### config.mk
export PLATFORM = sky130hd
export DESIGN_NAME = eth_descriptor_ring_manager_flat
export DESIGN_NICKNAME = d
export VERILOG_FILES = /design/src/edrm_pkg.sv /design/src/edrm_in_if.sv /design/src/edrm_out_if.sv /design/src/edrm_ctrl.sv /design/src/edrm_datapath.sv /design/src/eth_descriptor_ring_manager.sv /design/src/flat_wrapper.sv
export SDC_FILE = /design/constraint.sdc
export NUM_CORES = 1
export LEC_CHECK = 0
export BUFFER_PORTS_ARGS = -buffer_cell sky130_fd_sc_hd__buf_2
export CAP_MARGIN = 10
export CORE_MARGIN = 5
export CORE_UTILIZATION = 45
export CTS_CLUSTER_DIAMETER = 80
export CTS_CLUSTER_SIZE = 28
export DETAILED_ROUTE_END_ITERATION = 12
export GPL_ROUTABILITY_DRIVEN = 0
export PLACE_DENSITY = 0.63
export SETUP_SLACK_MARGIN = 0.05
export SLEW_MARGIN = 40
export SYNTH_ARGS = -nofsm -noshare
export SYNTH_HDL_FRONTEND = slang
export SYNTH_SLANG_ARGS = --single-unit
### constraint.sdc
create_clock -name i_clk -period 5.4 [get_ports i_clk]
set_clock_uncertainty 0.2 [all_clocks]
set_input_delay 0.27 -clock i_clk [delete_from_list [all_inputs] [get_ports i_clk]]
set_output_delay 0.27 -clock i_clk [all_outputs]
set_load 0.01 [all_outputs]
### src/edrm_pkg.sv
// Shared types and constants for the descriptor ring manager.
package edrm_pkg;

    localparam int DESC_COUNT_DEF = 4;
    localparam int MAX_RESULTS    = 10;
    localparam int CNT_W          = 4;
    localparam int CFG_IDX_W      = 1;
    localparam int CFG_DATA_W     = 11;
    localparam int LEN_W          = 16;
    localparam int TX_LEN_W       = 11;
    localparam int ERR_W          = 5;
    localparam int IDX_OUT_W      = 6;
    localparam int CNT_OUT_W      = 16;

    localparam logic [10:0] MAX_LEN_RST   = 11'd1536;
    localparam logic [4:0]  SVC_LIMIT_RST = 5'd10;
    localparam logic [15:0] REFUSED_MAX   = 16'hffff;

    typedef enum logic [CFG_IDX_W-1:0] {
        CFG_MAX_FRAME_LENGTH = 1'b0,
        CFG_SERVICE_LIMIT    = 1'b1
    } t_cfg_idx;

    typedef enum logic [1:0] {
        CMD_TX_SUBMIT  = 2'd0,
        CMD_TX_DONE    = 2'd1,
        CMD_RX_FRAME   = 2'd2,
        CMD_RX_SERVICE = 2'd3
    } t_cmd;

    typedef enum logic [2:0] {
        ST_OK        = 3'd0,
        ST_TOO_BIG   = 3'd1,
        ST_NO_FREE   = 3'd2,
        ST_NOTHING   = 3'd3,
        ST_NO_RX_BUF = 3'd4
    } t_status;

    typedef struct packed {
        t_status               status;
        logic [IDX_OUT_W-1:0]  desc_index;
        logic [LEN_W-1:0]      frame_length;
        logic [CNT_OUT_W-1:0]  error_count;
        logic                  last;
    } t_result;

    // controller to datapath
    typedef struct packed {
        logic load;
        logic exec;
        logic step;
        logic finish;
    } t_dp_cmd;

    // datapath to controller
    typedef struct packed {
        logic             hold_valid;
        logic             out_free;
        logic             cur_owned;
        logic             cur_good;
        logic [CNT_W-1:0] limit;
    } t_dp_stat;

endpackage

### src/edrm_in_if.sv
// Input command channel.
interface edrm_in_if import edrm_pkg::*; ();
    logic             valid;
    logic             ready;
    logic [1:0]       cmd;
    logic [LEN_W-1:0] length;
    logic             rx_last;
    logic [ERR_W-1:0] rx_errors;

    modport source (output valid, cmd, length, rx_last, rx_errors, input ready);
    modport sink   (input valid, cmd, length, rx_last, rx_errors, output ready);
endinterface

### src/edrm_out_if.sv
// Result channel.
interface edrm_out_if import edrm_pkg::*; ();
    logic                 valid;
    logic                 ready;
    logic [2:0]           status;
    logic [IDX_OUT_W-1:0] desc_index;
    logic [LEN_W-1:0]     frame_length;
    logic [CNT_OUT_W-1:0] error_count;
    logic                 last;

    modport source (output valid, status, desc_index, frame_length, error_count, last,
                    input ready);
    modport sink   (input valid, status, desc_index, frame_length, error_count, last,
                    output ready);
endinterface

### src/edrm_ctrl.sv
// Controller state machine: command sequencing and receive service walk.
module edrm_ctrl import edrm_pkg::*; (
    input  logic       i_clk,
    input  logic       i_rst_n,
    input  logic       i_in_valid,
    input  logic [1:0] i_in_cmd,
    output logic       o_in_ready,
    input  t_dp_stat   i_stat,
    output t_dp_cmd    o_cmd
);

    typedef enum logic [1:0] {
        S_IDLE,
        S_EXEC,
        S_WALK_RD,
        S_WALK
    } t_state;

    t_state           r_state, n_state;
    logic [CNT_W-1:0] r_cnt, n_cnt;
    logic             accept;
    logic             done_walk;
    logic             stall;

    assign o_in_ready = (r_state == S_IDLE) && !i_stat.hold_valid;
    assign accept     = i_in_valid && o_in_ready;
    assign done_walk  = (r_cnt == i_stat.limit) || i_stat.cur_owned;
    assign stall      = i_stat.cur_good && i_stat.hold_valid && !i_stat.out_free;

    always_comb begin
        n_state = r_state;
        n_cnt   = r_cnt;
        o_cmd   = '0;
        o_cmd.load = accept;
        unique case (r_state)
            S_IDLE: begin
                if (accept) begin
                    n_cnt = '0;
                    if (t_cmd'(i_in_cmd) == CMD_RX_SERVICE) begin
                        n_state = S_WALK;
                    end else begin
                        n_state = S_EXEC;
                    end
                end
            end
            S_EXEC: begin
                o_cmd.exec = 1'b1;
                n_state    = S_IDLE;
            end
            S_WALK_RD: begin
                n_state = S_WALK;
            end
            S_WALK: begin
                if (done_walk) begin
                    o_cmd.finish = 1'b1;
                    n_state      = S_IDLE;
                end else if (!stall) begin
                    o_cmd.step = 1'b1;
                    n_cnt      = r_cnt + 1'b1;
                    n_state    = S_WALK_RD;
                end
            end
            default: n_state = S_IDLE;
        endcase
    end

    always_ff @(posedge i_clk) begin
        if (!i_rst_n) begin
            r_state <= S_IDLE;
            r_cnt   <= '0;
        end else begin
            r_state <= n_state;
            r_cnt   <= n_cnt;
        end
    end

endmodule

### src/edrm_datapath.sv
// Datapath: ring state, descriptor stores, config registers, result registers.
module edrm_datapath import edrm_pkg::*; #(
    parameter int DESC_COUNT = DESC_COUNT_DEF
) (
    input  logic                  i_clk,
    input  logic                  i_rst_n,
    input  logic                  i_cfg_wr_en,
    input  logic [CFG_IDX_W-1:0]  i_cfg_index,
    input  logic [CFG_DATA_W-1:0] i_cfg_data,
    input  logic [1:0]            i_in_cmd,
    input  logic [LEN_W-1:0]      i_in_length,
    input  logic                  i_in_rx_last,
    input  logic [ERR_W-1:0]      i_in_rx_errors,
    input  t_dp_cmd               i_cmd,
    output t_dp_stat              o_stat,
    edrm_out_if.source            o_result
);

    localparam int IW    = $clog2(DESC_COUNT);
    localparam int RX_W  = LEN_W + 1 + ERR_W;

    typedef logic [IW-1:0] t_idx;

    function automatic t_idx next_slot(input t_idx i);
        return (i == t_idx'(DESC_COUNT - 1)) ? '0 : t_idx'(i + 1'b1);
    endfunction

    // config
    logic [TX_LEN_W-1:0] r_max_len;
    logic [4:0]          r_svc_limit;

    // ring control
    logic [DESC_COUNT-1:0] r_tx_owned;
    logic [DESC_COUNT-1:0] r_rx_dma_owned;
    t_idx                  r_tx_sub, r_tx_cmp, r_rx_fill, r_rx_svc;
    logic [CNT_OUT_W-1:0]  r_refused, n_refused;

    // stores
    logic [TX_LEN_W-1:0] r_tx_mem [DESC_COUNT];
    logic [RX_W-1:0]     r_rx_mem [DESC_COUNT];
    logic [TX_LEN_W-1:0] r_tx_rd;
    logic [RX_W-1:0]     r_rx_rd;

    // latched transaction
    t_cmd             r_cmd;
    logic [LEN_W-1:0] r_len;
    logic             r_last;
    logic [ERR_W-1:0] r_err;

    // result staging
    logic    r_hold_valid;
    t_result r_hold, n_exec_res;
    logic    r_out_valid;
    t_result r_out;

    logic out_free;
    logic hold_xfer;
    logic push;
    logic cur_good;
    logic tx_wr, rx_wr;
    logic tx_sub_adv, tx_cmp_adv, rx_fill_adv;

    assign out_free  = !r_out_valid || o_result.ready;
    assign cur_good  = r_rx_rd[LEN_W] && (r_rx_rd[RX_W-1 -: ERR_W] == '0);
    assign hold_xfer = r_hold_valid && r_hold.last && out_free;
    assign push      = i_cmd.step && cur_good && r_hold_valid;

    assign o_stat.hold_valid = r_hold_valid;
    assign o_stat.out_free   = out_free;
    assign o_stat.cur_owned  = r_rx_dma_owned[r_rx_svc];
    assign o_stat.cur_good   = cur_good;
    assign o_stat.limit      = (r_svc_limit > 5'(MAX_RESULTS)) ? CNT_W'(MAX_RESULTS)
                                                                : r_svc_limit[CNT_W-1:0];

    // single-result commands
    always_comb begin
        n_refused   = r_refused;
        tx_wr       = 1'b0;
        rx_wr       = 1'b0;
        tx_sub_adv  = 1'b0;
        tx_cmp_adv  = 1'b0;
        rx_fill_adv = 1'b0;
        n_exec_res  = '0;
        n_exec_res.last = 1'b1;
        unique case (r_cmd)
            CMD_TX_SUBMIT: begin
                n_exec_res.desc_index = IDX_OUT_W'(r_tx_sub);
                if (r_len > LEN_W'(r_max_len)) begin
                    n_exec_res.status = ST_TOO_BIG;
                end else if (r_tx_owned[r_tx_sub]) begin
                    n_exec_res.status = ST_NO_FREE;
                    if (r_refused != REFUSED_MAX) begin
                        n_refused = r_refused + 1'b1;
                    end
                end else begin
                    n_exec_res.status       = ST_OK;
                    n_exec_res.frame_length = r_len;
                    tx_wr      = i_cmd.exec;
                    tx_sub_adv = i_cmd.exec;
                end
            end
            CMD_TX_DONE: begin
                n_exec_res.desc_index = IDX_OUT_W'(r_tx_cmp);
                if (!r_tx_owned[r_tx_cmp]) begin
                    n_exec_res.status = ST_NOTHING;
                end else begin
                    n_exec_res.status       = ST_OK;
                    n_exec_res.frame_length = LEN_W'(r_tx_rd);
                    tx_cmp_adv = i_cmd.exec;
                end
            end
            CMD_RX_FRAME: begin
                n_exec_res.desc_index = IDX_OUT_W'(r_rx_fill);
                if (!r_rx_dma_owned[r_rx_fill]) begin
                    n_exec_res.status = ST_NO_RX_BUF;
                end else begin
                    n_exec_res.status       = ST_OK;
                    n_exec_res.frame_length = r_len;
                    rx_wr       = i_cmd.exec;
                    rx_fill_adv = i_cmd.exec;
                end
            end
            CMD_RX_SERVICE: begin
                n_exec_res.status     = ST_NOTHING;
                n_exec_res.desc_index = IDX_OUT_W'(r_rx_svc);
            end
            default: n_exec_res.status = ST_NOTHING;
        endcase
        n_exec_res.error_count = n_refused;
    end

    always_ff @(posedge i_clk) begin
        if (!i_rst_n) begin
            r_max_len   <= MAX_LEN_RST;
            r_svc_limit <= SVC_LIMIT_RST;
        end else if (i_cfg_wr_en) begin
            unique case (t_cfg_idx'(i_cfg_index))
                CFG_MAX_FRAME_LENGTH: r_max_len   <= i_cfg_data;
                CFG_SERVICE_LIMIT:    r_svc_limit <= i_cfg_data[4:0];
                default: ;
            endcase
        end
    end

    always_ff @(posedge i_clk) begin
        if (i_cmd.load) begin
            r_cmd  <= t_cmd'(i_in_cmd);
            r_len  <= i_in_length;
            r_last <= i_in_rx_last;
            r_err  <= i_in_rx_errors;
        end
    end

    always_ff @(posedge i_clk) begin
        if (tx_wr) begin
            r_tx_mem[r_tx_sub] <= r_len[TX_LEN_W-1:0];
        end
        r_tx_rd <= r_tx_mem[r_tx_cmp];
    end

    always_ff @(posedge i_clk) begin
        if (rx_wr) begin
            r_rx_mem[r_rx_fill] <= {r_err, r_last, r_len};
        end
        r_rx_rd <= r_rx_mem[r_rx_svc];
    end

    always_ff @(posedge i_clk) begin
        if (!i_rst_n) begin
            r_tx_owned     <= '0;
            r_rx_dma_owned <= '1;
            r_tx_sub       <= '0;
            r_tx_cmp       <= '0;
            r_rx_fill      <= '0;
            r_rx_svc       <= '0;
            r_refused      <= '0;
        end else begin
            if (i_cmd.exec) begin
                r_refused <= n_refused;
            end
            if (tx_sub_adv) begin
                r_tx_owned[r_tx_sub] <= 1'b1;
                r_tx_sub             <= next_slot(r_tx_sub);
            end
            if (tx_cmp_adv) begin
                r_tx_owned[r_tx_cmp] <= 1'b0;
                r_tx_cmp             <= next_slot(r_tx_cmp);
            end
            if (rx_fill_adv) begin
                r_rx_dma_owned[r_rx_fill] <= 1'b0;
                r_rx_fill                 <= next_slot(r_rx_fill);
            end
            if (i_cmd.step) begin
                r_rx_dma_owned[r_rx_svc] <= 1'b1;
                r_rx_svc                 <= next_slot(r_rx_svc);
            end
        end
    end

    // hold stage: the newest result, released once known to be final or superseded
    always_ff @(posedge i_clk) begin
        if (!i_rst_n) begin
            r_hold_valid <= 1'b0;
        end else begin
            priority if (i_cmd.exec) begin
                r_hold_valid <= 1'b1;
                r_hold       <= n_exec_res;
            end else if (i_cmd.step && cur_good) begin
                r_hold_valid       <= 1'b1;
                r_hold.status      <= ST_OK;
                r_hold.desc_index  <= IDX_OUT_W'(r_rx_svc);
                r_hold.frame_length <= r_rx_rd[LEN_W-1:0];
                r_hold.error_count <= r_refused;
                r_hold.last        <= 1'b0;
            end else if (i_cmd.finish) begin
                r_hold_valid <= 1'b1;
                r_hold.last  <= 1'b1;
                if (!r_hold_valid) begin
                    r_hold.status       <= ST_NOTHING;
                    r_hold.desc_index   <= IDX_OUT_W'(r_rx_svc);
                    r_hold.frame_length <= '0;
                    r_hold.error_count  <= r_refused;
                end
            end else begin
                if (hold_xfer) begin
                    r_hold_valid <= 1'b0;
                end
            end
        end
    end

    always_ff @(posedge i_clk) begin
        if (!i_rst_n) begin
            r_out_valid <= 1'b0;
        end else if (hold_xfer || push) begin
            r_out_valid <= 1'b1;
        end else if (o_result.ready) begin
            r_out_valid <= 1'b0;
        end
    end

    always_ff @(posedge i_clk) begin
        if (hold_xfer || push) begin
            r_out <= r_hold;
        end
    end

    assign o_result.valid        = r_out_valid;
    assign o_result.status       = r_out.status;
    assign o_result.desc_index   = r_out.desc_index;
    assign o_result.frame_length = r_out.frame_length;
    assign o_result.error_count  = r_out.error_count;
    assign o_result.last         = r_out.last;

endmodule

### src/eth_descriptor_ring_manager.sv
// Top level of the transmit/receive descriptor ring manager.
//
//  channel   dir  modport  payload
//  i_item    in   sink     cmd, length, rx_last, rx_errors
//  o_result  out  source   status, desc_index, frame_length, error_count, last
//  i_cfg_*   in   -        write enable, register index, 11-bit data
//
// Tx submit, tx done and rx frame: accepted, executed next cycle, result staged;
// the next transaction is taken only once the previous result has left the hold stage.
// Rx service: walks the receive ring until the service limit or a DMA-owned descriptor;
// each ring advance is followed by a wait state for the registered read of the store.
// Results wait in a hold stage and an output register; output stalls hold the walk.
// Synchronous active-low reset; descriptor stores are not cleared.
module eth_descriptor_ring_manager import edrm_pkg::*; #(
    parameter int DESC_COUNT = DESC_COUNT_DEF
) (
    input  logic                  i_clk,
    input  logic                  i_rst_n,
    input  logic                  i_cfg_wr_en,
    input  logic [CFG_IDX_W-1:0]  i_cfg_index,
    input  logic [CFG_DATA_W-1:0] i_cfg_data,
    edrm_in_if.sink               i_item,
    edrm_out_if.source            o_result
);

    t_dp_cmd  dp_cmd;
    t_dp_stat dp_stat;

    edrm_ctrl u_ctrl (
        .i_clk      (i_clk),
        .i_rst_n    (i_rst_n),
        .i_in_valid (i_item.valid),
        .i_in_cmd   (i_item.cmd),
        .o_in_ready (i_item.ready),
        .i_stat     (dp_stat),
        .o_cmd      (dp_cmd)
    );

    edrm_datapath #(
        .DESC_COUNT (DESC_COUNT)
    ) u_datapath (
        .i_clk          (i_clk),
        .i_rst_n        (i_rst_n),
        .i_cfg_wr_en    (i_cfg_wr_en),
        .i_cfg_index    (i_cfg_index),
        .i_cfg_data     (i_cfg_data),
        .i_in_cmd       (i_item.cmd),
        .i_in_length    (i_item.length),
        .i_in_rx_last   (i_item.rx_last),
        .i_in_rx_errors (i_item.rx_errors),
        .i_cmd          (dp_cmd),
        .o_stat         (dp_stat),
        .o_result       (o_result)
    );

endmodule
### src/flat_wrapper.sv
// flat-port wrapper written by rule: the top's interface ports become plain ports
module eth_descriptor_ring_manager_flat import edrm_pkg::*;
#(
    parameter int DESC_COUNT = DESC_COUNT_DEF
)
  (i_clk, i_rst_n, i_cfg_wr_en, i_cfg_index, i_cfg_data, i_item_valid, i_item_cmd, i_item_length, i_item_rx_last, i_item_rx_errors, i_item_ready, o_result_valid, o_result_status, o_result_desc_index, o_result_frame_length, o_result_error_count, o_result_last, o_result_ready);
  edrm_in_if i_item_i ();
  edrm_out_if o_result_i ();
  input  logic i_clk;
  input  logic i_rst_n;
  input  logic i_cfg_wr_en;
  input  logic [CFG_IDX_W-1:0] i_cfg_index;
  input  logic [CFG_DATA_W-1:0] i_cfg_data;
  input wire logic [$bits(i_item_i.valid)-1:0] i_item_valid;
  input wire logic [$bits(i_item_i.cmd)-1:0] i_item_cmd;
  input wire logic [$bits(i_item_i.length)-1:0] i_item_length;
  input wire logic [$bits(i_item_i.rx_last)-1:0] i_item_rx_last;
  input wire logic [$bits(i_item_i.rx_errors)-1:0] i_item_rx_errors;
  output wire logic [$bits(i_item_i.ready)-1:0] i_item_ready;
  output wire logic [$bits(o_result_i.valid)-1:0] o_result_valid;
  output wire logic [$bits(o_result_i.status)-1:0] o_result_status;
  output wire logic [$bits(o_result_i.desc_index)-1:0] o_result_desc_index;
  output wire logic [$bits(o_result_i.frame_length)-1:0] o_result_frame_length;
  output wire logic [$bits(o_result_i.error_count)-1:0] o_result_error_count;
  output wire logic [$bits(o_result_i.last)-1:0] o_result_last;
  input wire logic [$bits(o_result_i.ready)-1:0] o_result_ready;
  assign i_item_i.valid = i_item_valid;
  assign i_item_i.cmd = i_item_cmd;
  assign i_item_i.length = i_item_length;
  assign i_item_i.rx_last = i_item_rx_last;
  assign i_item_i.rx_errors = i_item_rx_errors;
  assign i_item_ready = i_item_i.ready;
  assign o_result_valid = o_result_i.valid;
  assign o_result_status = o_result_i.status;
  assign o_result_desc_index = o_result_i.desc_index;
  assign o_result_frame_length = o_result_i.frame_length;
  assign o_result_error_count = o_result_i.error_count;
  assign o_result_last = o_result_i.last;
  assign o_result_i.ready = o_result_ready;
  eth_descriptor_ring_manager #(.DESC_COUNT(DESC_COUNT)) u_core (.i_clk(i_clk), .i_rst_n(i_rst_n), .i_cfg_wr_en(i_cfg_wr_en), .i_cfg_index(i_cfg_index), .i_cfg_data(i_cfg_data), .i_item(i_item_i), .o_result(o_result_i));
endmodule
After elaboration in Yosys (flattened, before gate mapping)
Memory sizes are Yosys's and may differ from the RTL's. A register that Yosys moved wholly into a read port is not among the register bits.
Index checks and enable logic that the tools add are counted.
{"block": "totals", "regBits": 164, "mem_bits_rw": 132, "input_bits": 41, "out_inout_bits": 44, "wordCells": 178, "memories": 2}
{"block": "classes", "addsub": 6, "magnitude_cmp": 10, "eq_ne": 18, "n_mux": 76, "bitwise": 7, "reduce_logical": 32}
{"name": "u_core.u_datapath.r_rx_mem", "words": 4, "width": 22, "read_ports": 1, "rd_ports_with_merged_regs": 1, "wr": 1, "line": "edrm_datapath.sv:40", "rtl": "logic [RX_W-1:0] r_rx_mem [DESC_COUNT];"}
{"name": "u_core.u_datapath.r_tx_mem", "words": 4, "width": 11, "read_ports": 1, "rd_ports_with_merged_regs": 1, "wr": 1, "line": "edrm_datapath.sv:39", "rtl": "logic [TX_LEN_W-1:0] r_tx_mem [DESC_COUNT];"}
{"cell": "42-bit 2-to-1 mux", "n": 3}
{"cell": "16-bit 2-to-1 mux", "n": 7}
{"cell": "16-bit case mux with 3 select lines", "n": 1}
{"cell": "41-bit 2-to-1 mux", "n": 1}
{"cell": "4-bit 2-to-1 mux", "n": 10}
{"cell": "9-bit case mux with 4 select lines", "n": 1}
{"cell": "1-bit 2-to-1 mux", "n": 29}
{"cell": "2-bit 2-to-1 mux", "n": 11}
{"cell": "2-bit == test, second input constant", "n": 9}
{"cell": "16-bit by 1-bit adder with 16-bit output, second input constant", "n": 1}
{"cell": "16-bit by 11-bit greater-than comparator with 1-bit output", "n": 1}
{"cell": "16-bit != test, second input constant", "n": 1}
{"cell": "1-bit logical AND", "n": 13}
{"cell": "2-bit by 3-bit less-than comparator with 1-bit output, second input constant", "n": 4}
{"cell": "11-bit 2-to-1 mux", "n": 1}
{"cell": "2-bit by 1-bit adder with 2-bit output, second input constant", "n": 4}
{"cell": "4-bit AND", "n": 2}
{"cell": "1-bit binary-select mux with 2-bit select", "n": 4}
{"cell": "1-bit demux with 2-bit select", "n": 4}
{"cell": "2-bit by 1-bit >= comparator with 1-bit output, second input constant", "n": 4}
{"cell": "4-bit inverter", "n": 2}
{"cell": "4-bit bitwise OR", "n": 2}
{"cell": "2-bit case mux with 4 select lines", "n": 1}
{"cell": "4-bit case mux with 2 select lines", "n": 1}
{"cell": "19 further kinds", "n": 32}

Depth between registers and ports, before layout
{"block": "logic_depth", "word_depth": 11, "mapped_depth": 10, "mapped_depth_nobuf": 8}

Modules after synthesis
From an unflattened synthesis, not the netlist that was laid out.
{"block": "unflattened", "hier_cells": 792, "hier_area_um2": 12414.4}
{"mod": "edrm_datapath", "n_inst": 1, "cells_each": 745, "area_each_um2": 11971.5, "seq_area_each_um2": 8628.3}
{"mod": "edrm_ctrl", "n_inst": 1, "cells_each": 47, "area_each_um2": 442.9, "seq_area_each_um2": 120.1}

Worst setup path before layout
No wires, ideal clock.
{"block": "synth_path", "kind": "reg-to-reg", "from": "register u_core.u_datapath.r_rx_svc[0]", "to": "register u_core.u_datapath.r_out (netlist bit u_core.u_datapath.o_result.desc_index[0]), enable pin", "setup_time_ps": 492, "t_arrival_ps": 4373, "t_required_ps": 4708, "slack_ps": 335, "path_stages_with_launch": 7, "path_buffers": 1, "period_less_slack_ps": 5065, "path_cell_list": "dfxtp_1 buf_4 mux4_2 a41oi_2 and3_1 inv_1 a21boi_0"}
{"block": "synth_between", "elab_chain_cells": 8}
{"element": "from (decl)", "line": "edrm_datapath.sv:35", "rtl": "t_idx r_tx_sub, r_tx_cmp, r_rx_fill, r_rx_svc;"}
{"element": "from (signal assigned)", "line": "edrm_datapath.sv:195", "rtl": "r_rx_svc <= next_slot(r_rx_svc);"}
{"element": "1-bit binary-select mux with 2-bit select", "line": "edrm_datapath.sv:70", "rtl": "assign o_stat.cur_owned = r_rx_dma_owned[r_rx_svc];"}
{"element": "1-bit 2-to-1 mux (implied by the code)", "line": "edrm_datapath.sv:70"}
{"element": "1-bit logical OR", "line": "edrm_ctrl.sv:27", "rtl": "assign done_walk = (r_cnt == i_stat.limit) || i_stat.cur_owned;"}
{"element": "1-bit 2-to-1 mux", "line": "edrm_ctrl.sv:54", "rtl": "if (done_walk) begin"}
{"element": "2-bit 2-to-1 mux", "line": "edrm_ctrl.sv:35", "rtl": "unique case (r_state)"}
{"element": "1-bit logical AND (2 in series)", "line": "edrm_datapath.sv:66", "rtl": "assign push = i_cmd.step && cur_good && r_hold_valid;"}
{"element": "1-bit logical OR", "line": "edrm_datapath.sv:243", "rtl": "if (hold_xfer || push) begin"}
{"element": "to (signal assigned)", "line": "edrm_datapath.sv:244", "rtl": "r_out <= r_hold;"}
{"element": "to (decl)", "line": "edrm_datapath.sv:54", "rtl": "t_result r_out;"}
No other way between the ends. The select of a mux whose other input is x is not followed.
A chain may end at the register's enable or synchronous reset.

Final worst setup path
{"block": "layout_path", "from": "register u_core.u_datapath.r_len[15]", "to": "memory u_core.u_datapath.r_tx_mem[1][6], enable pin"}
{"block": "layout_between", "elab_chain_cells": 5}
{"element": "from (decl)", "line": "edrm_datapath.sv:46", "rtl": "logic [LEN_W-1:0] r_len;"}
{"element": "from (signal assigned)", "line": "edrm_datapath.sv:148", "rtl": "r_len <= i_in_length;"}
{"element": "16-bit by 11-bit greater-than comparator with 1-bit output", "line": "edrm_datapath.sv:88", "rtl": "if (r_len > LEN_W'(r_max_len)) begin"}
{"element": "1-bit 2-to-1 mux", "line": "edrm_datapath.sv:88"}
{"element": "1-bit 2-to-1 mux", "line": "edrm_datapath.sv:85", "rtl": "unique case (r_cmd)"}
{"element": "1-bit 2-to-1 mux", "line": "edrm_datapath.sv:155", "rtl": "if (tx_wr) begin"}
{"element": "1-bit 2-to-1 mux (implied by the code)", "line": "edrm_datapath.sv:156", "rtl": "r_tx_mem[r_tx_sub] <= r_len[TX_LEN_W-1:0];"}
{"element": "to (decl)", "line": "edrm_datapath.sv:39"}
No other way between the ends.

==> metrics.md <==
| Metric | Value |
|---|---|
| Fin nets | a little under 1k |
| Relative slew margins | 44.8% |
| Worst-Skew Late Latency | approximately 0.52 ns |
| Post-synth EDFFs | between 200 and 250 |
| Pre-antenna DRT Iters | 5 |
| Antenna-violating nets left | 0 |
| Final Critical Period | 3.18 ns |
| Power share of the sequential group | between 60% and 70% |
| GRT Util Overall | between 10% and 20% |
| DRC viols | 0 |
| Slowest stage cell on the critical path | and3_1 |
| Vias in the first global route | 6711 |
| Max Clock Freq | 315 MHz |
| Synth unique cells | just under 60 |
| Worst-Margin Slew | 0.827 ns |
| Clock Power Share | 32.2% |
| PortBufs | 80 |
| Count leader, synth | edfxtp_1 |
| Post-synth top area share | 57.1% |
| Die area | 30500 um^2 |
| CTS clock-pin slew for the worst setup and hold paths | ~0.10 ns |
| Max Cap Viol | 0 |
| Worst Hold Class | reg2reg |
| DP Wirelength | about 15000 um |
| Arrival @ worst endpoint | 3.12 ns |
| Power Dens Cells | between 300 and 400 nW/um^2 |
| Row Count | 60 |
| Avg Inst Size Synth | around 16 um^2 |
| Top cells by area in the synthesized netlist | edfxtp_1 (57%), dfxtp_1 (15%), mux4_2 (6.8%) |
| Clk sink count | around 320 |
| Max-slew violation count | 0 |
| DR iter-0 viols | approximately 440 |
| Sw Ratio | between 20 and 25% |
| Unrepaired setup endpoints after global routing | no |
| Sequential cell area fraction in the yosys report | between 70% and 80% |
| Fin crit share | 58.8% |
| Crit path launch type | register |
| CP Max Fanout | 13 |
| Per-cell routed wire length | about 19 um |
| Cts bufs inserted | 16 |
| Post-Route WL | between 20000 and 25000 um |
| Fin Hold WS | between 0.2 and 0.25 ns |
| Setup_tns | 0 ns |
| Status | finished clean |
| Crit path kind | reg2reg |
| Vias/cell | around 5.3 |
| Required time worst endpoint | 5.34 ns |
| Initial antenna violation count | 0 |
| Vias | between 6k and 7k |
| Area leader, netlist | edfxtp_1 |
| Inst Count DP | 1190 |
| Post-Syn Instances | roughly 790 |
| Die Ht | 175 um |
| Setup crit end kind | register |
| Most used DFF post-synth | edfxtp_1 |
| Comb power frac | under 10% |
| Crit path cell chain | or4_4 -> nor2_2 -> nand4_1 -> o21ai_0 -> buf_4 -> and3_1 |
| #FFs+latches synth | around 320 |
| Core Region | roughly 27000 um^2 |
| Final hold violations | 0 |
| Finished Layout Cells | 1260 |
| I/O pin cnt | 85 |
| Pin count of the biggest net entering global routing | 30 |
| H-tree depth | 1 |
| Netlist Area Pre-Place | 12200 um^2 |
| Post-synth top cells | edfxtp_1 (232), dfxtp_1 (89), nand2_1 (63) |
| CTS tree | yes |
| Worst vdd ir | approximately 0.00020 V |
| Layout cells sized above 1 | a little under a fifth |
| Share of synthesized registers carrying an async set or reset | 0% |
| First-pass GRT wire length | approximately 38000 um |
| YS warnings | 0 |
| CP peak stage delay | 0.67 ns |
| Int Pwr | 3.40 mW |
| P_sw | 938 uW |
| Setup Viol. Count Final | 0 |
| CTS Buffer Depth | 3 |
| Antenna Cells | 0 |
| Layout overhead on the synthesized area | 14.2% |
| Die W | 175 um |
| P_leak | between 4 and 5 nW |
| Initial Util | 45.5% |
| CTS root buf | clkbuf_16 |
| GR Overflow Total | 0 |
| Post_cts resized | 0 |
-- timing repair --
action | CTS | global route
hold buffers | 42 | 0
endpoints found under the hold margin | 44 | 0
buffers inserted | 0 | 0
-- cells in the final DEF (no fill, tap or decap), types with 4 or more instances in the layout --
cell           Yosys  routed
a21oi_1           39      38
a221o_1            4       4
a22o_1             4       4
a22oi_1           12      12
and3_1            12      11
and4_1             5       5
buf_2              6      80
buf_4              5      12
clkbuf_1          14       5
clkbuf_16          0      17
conb_1             1       4
dfxtp_1           89      87
dlygate4sd3_1      1      42
edfxtp_1         232     232
ha_1              29      29
inv_1             40      40
mux2i_1           11      11
mux4_2            37      37
nand2_1           63      63
nand2b_1           9       9
nand3_1           16      16
nand4_1           11      11
nor2_1            36      35
nor2b_1            5       4
nor3_1             8       8
o211a_1            6       6
o211ai_1           4       4
o21ai_0           21      21
o31ai_1            5       5
or3_1              7       7
or4_1              7       7
xor2_1             6       6
-- layout make-up --
| cell class | instances | area [um^2] |
|---|---|---|
| tap | 341 | 427 |
| fill | 2217 | 12900 |
| sequential | 321 | 8750 |
| multi-input combinational | 394 | 3150 |
| timing repair buffer | 136 | 941 |
| inverter | 40 | 150 |
| clock inverter | 5 | 48.8 |
| clock buffer | 23 | 458 |
-- sequential cells by signal, indices dropped and copies added (netlist names), 5 cells and up --
| name | count |
|---|---|
| u_core.u_datapath.r_tx_rd | 11 |
| u_core.u_datapath.r_max_len | 11 |
| u_core.u_datapath.r_refused | 16 |
| u_core.u_datapath.o_result.frame_length | 16 |
| u_core.u_datapath.r_err | 5 |
| u_core.u_datapath.r_len | 16 |
| u_core.u_datapath.r_hold | 38 |
| u_core.u_datapath.r_rx_rd | 22 |
| u_core.u_datapath.r_tx_mem | 44 |
| u_core.u_datapath.r_svc_limit | 5 |
| u_core.u_datapath.r_rx_mem | 88 |
| u_core.u_datapath.o_result.error_count | 16 |
-- logic make-up (layout without fill, tap and decap cells) --
family                     Yosys count  count (layout)  synth area share (%)
DFF                                321             321                  71.8
adders and majority gates           29              29                  2.98
buffers and inverters               74             204                  2.73
other                                1               4                0.0308
xor gates and xnor gates             6               6                 0.431
AOI/OAI and AO/OA                  114             114                  6.12
and+or+nand+nor                    193             193                  8.22
muxes                               48              48                  7.74
-- per-stage QoR --
step           cell area [um^2]  util (%)  setup WS (ns)  total power [mW]
2_1_floorplan             12200         -          0.335              2.89
3_3_place_gp              13000      48.3           2.11              2.97
3_5_place_dp              13000      48.5           2.23              2.98
4_1_cts                   13900      51.9           2.20              4.38
5_1_grt                   13900      52.0           1.99              4.51
6_report                  13900      52.0           2.22              4.34
-- power by group through the flow --
stage | combinational (mW) | sequential, mW | clock, mW
2_1_floorplan | 0.101 | 2.79 | 0
3_3_place_gp | 0.162 | 2.81 | 0
3_5_place_dp | 0.168 | 2.81 | 0
4_1_cts | 0.192 | 2.75 | 1.43
5_1_grt | 0.212 | 2.76 | 1.54
6_report | 0.190 | 2.75 | 1.40
-- worst max-delay path, delay by kind of cell (launching register included) --
family,cells,cell delay (ns)
AND/OR/NAND/NOR,4,1.66
flip-flops,1,0.48
AO/OA/AOI/OAI,1,0.23
buffers and inverters,1,0.23
-- routing by layer --
metal  GRT usage, %  wire [um]  vias up
li1               -          -     3204
met1           22.2      11000     3310
met2           26.5      12000      142
met3           2.86       1080       16
met4           3.40        382        0
met5              0          0        -
-- path summary, 6_finish.rpt --
check | slack, ns | to | start | depth (start not counted)
setup reg to reg | 2.22 | u_core.u_datapath.r_tx_mem[1][6] | u_core.u_datapath.r_len[15] | 6
setup / recovery | 2.22 | u_core.u_datapath.r_tx_mem[1][6] | u_core.u_datapath.r_len[15] | 6
hold / removal | 0.23 | u_core.u_datapath.o_result.error_count[6] | u_core.u_datapath.r_hold[7] | 0
hold reg to reg | 0.23 | u_core.u_datapath.o_result.error_count[6] | u_core.u_datapath.r_hold[7] | 0
Note: power is estimated with default switching activity, not from simulation.
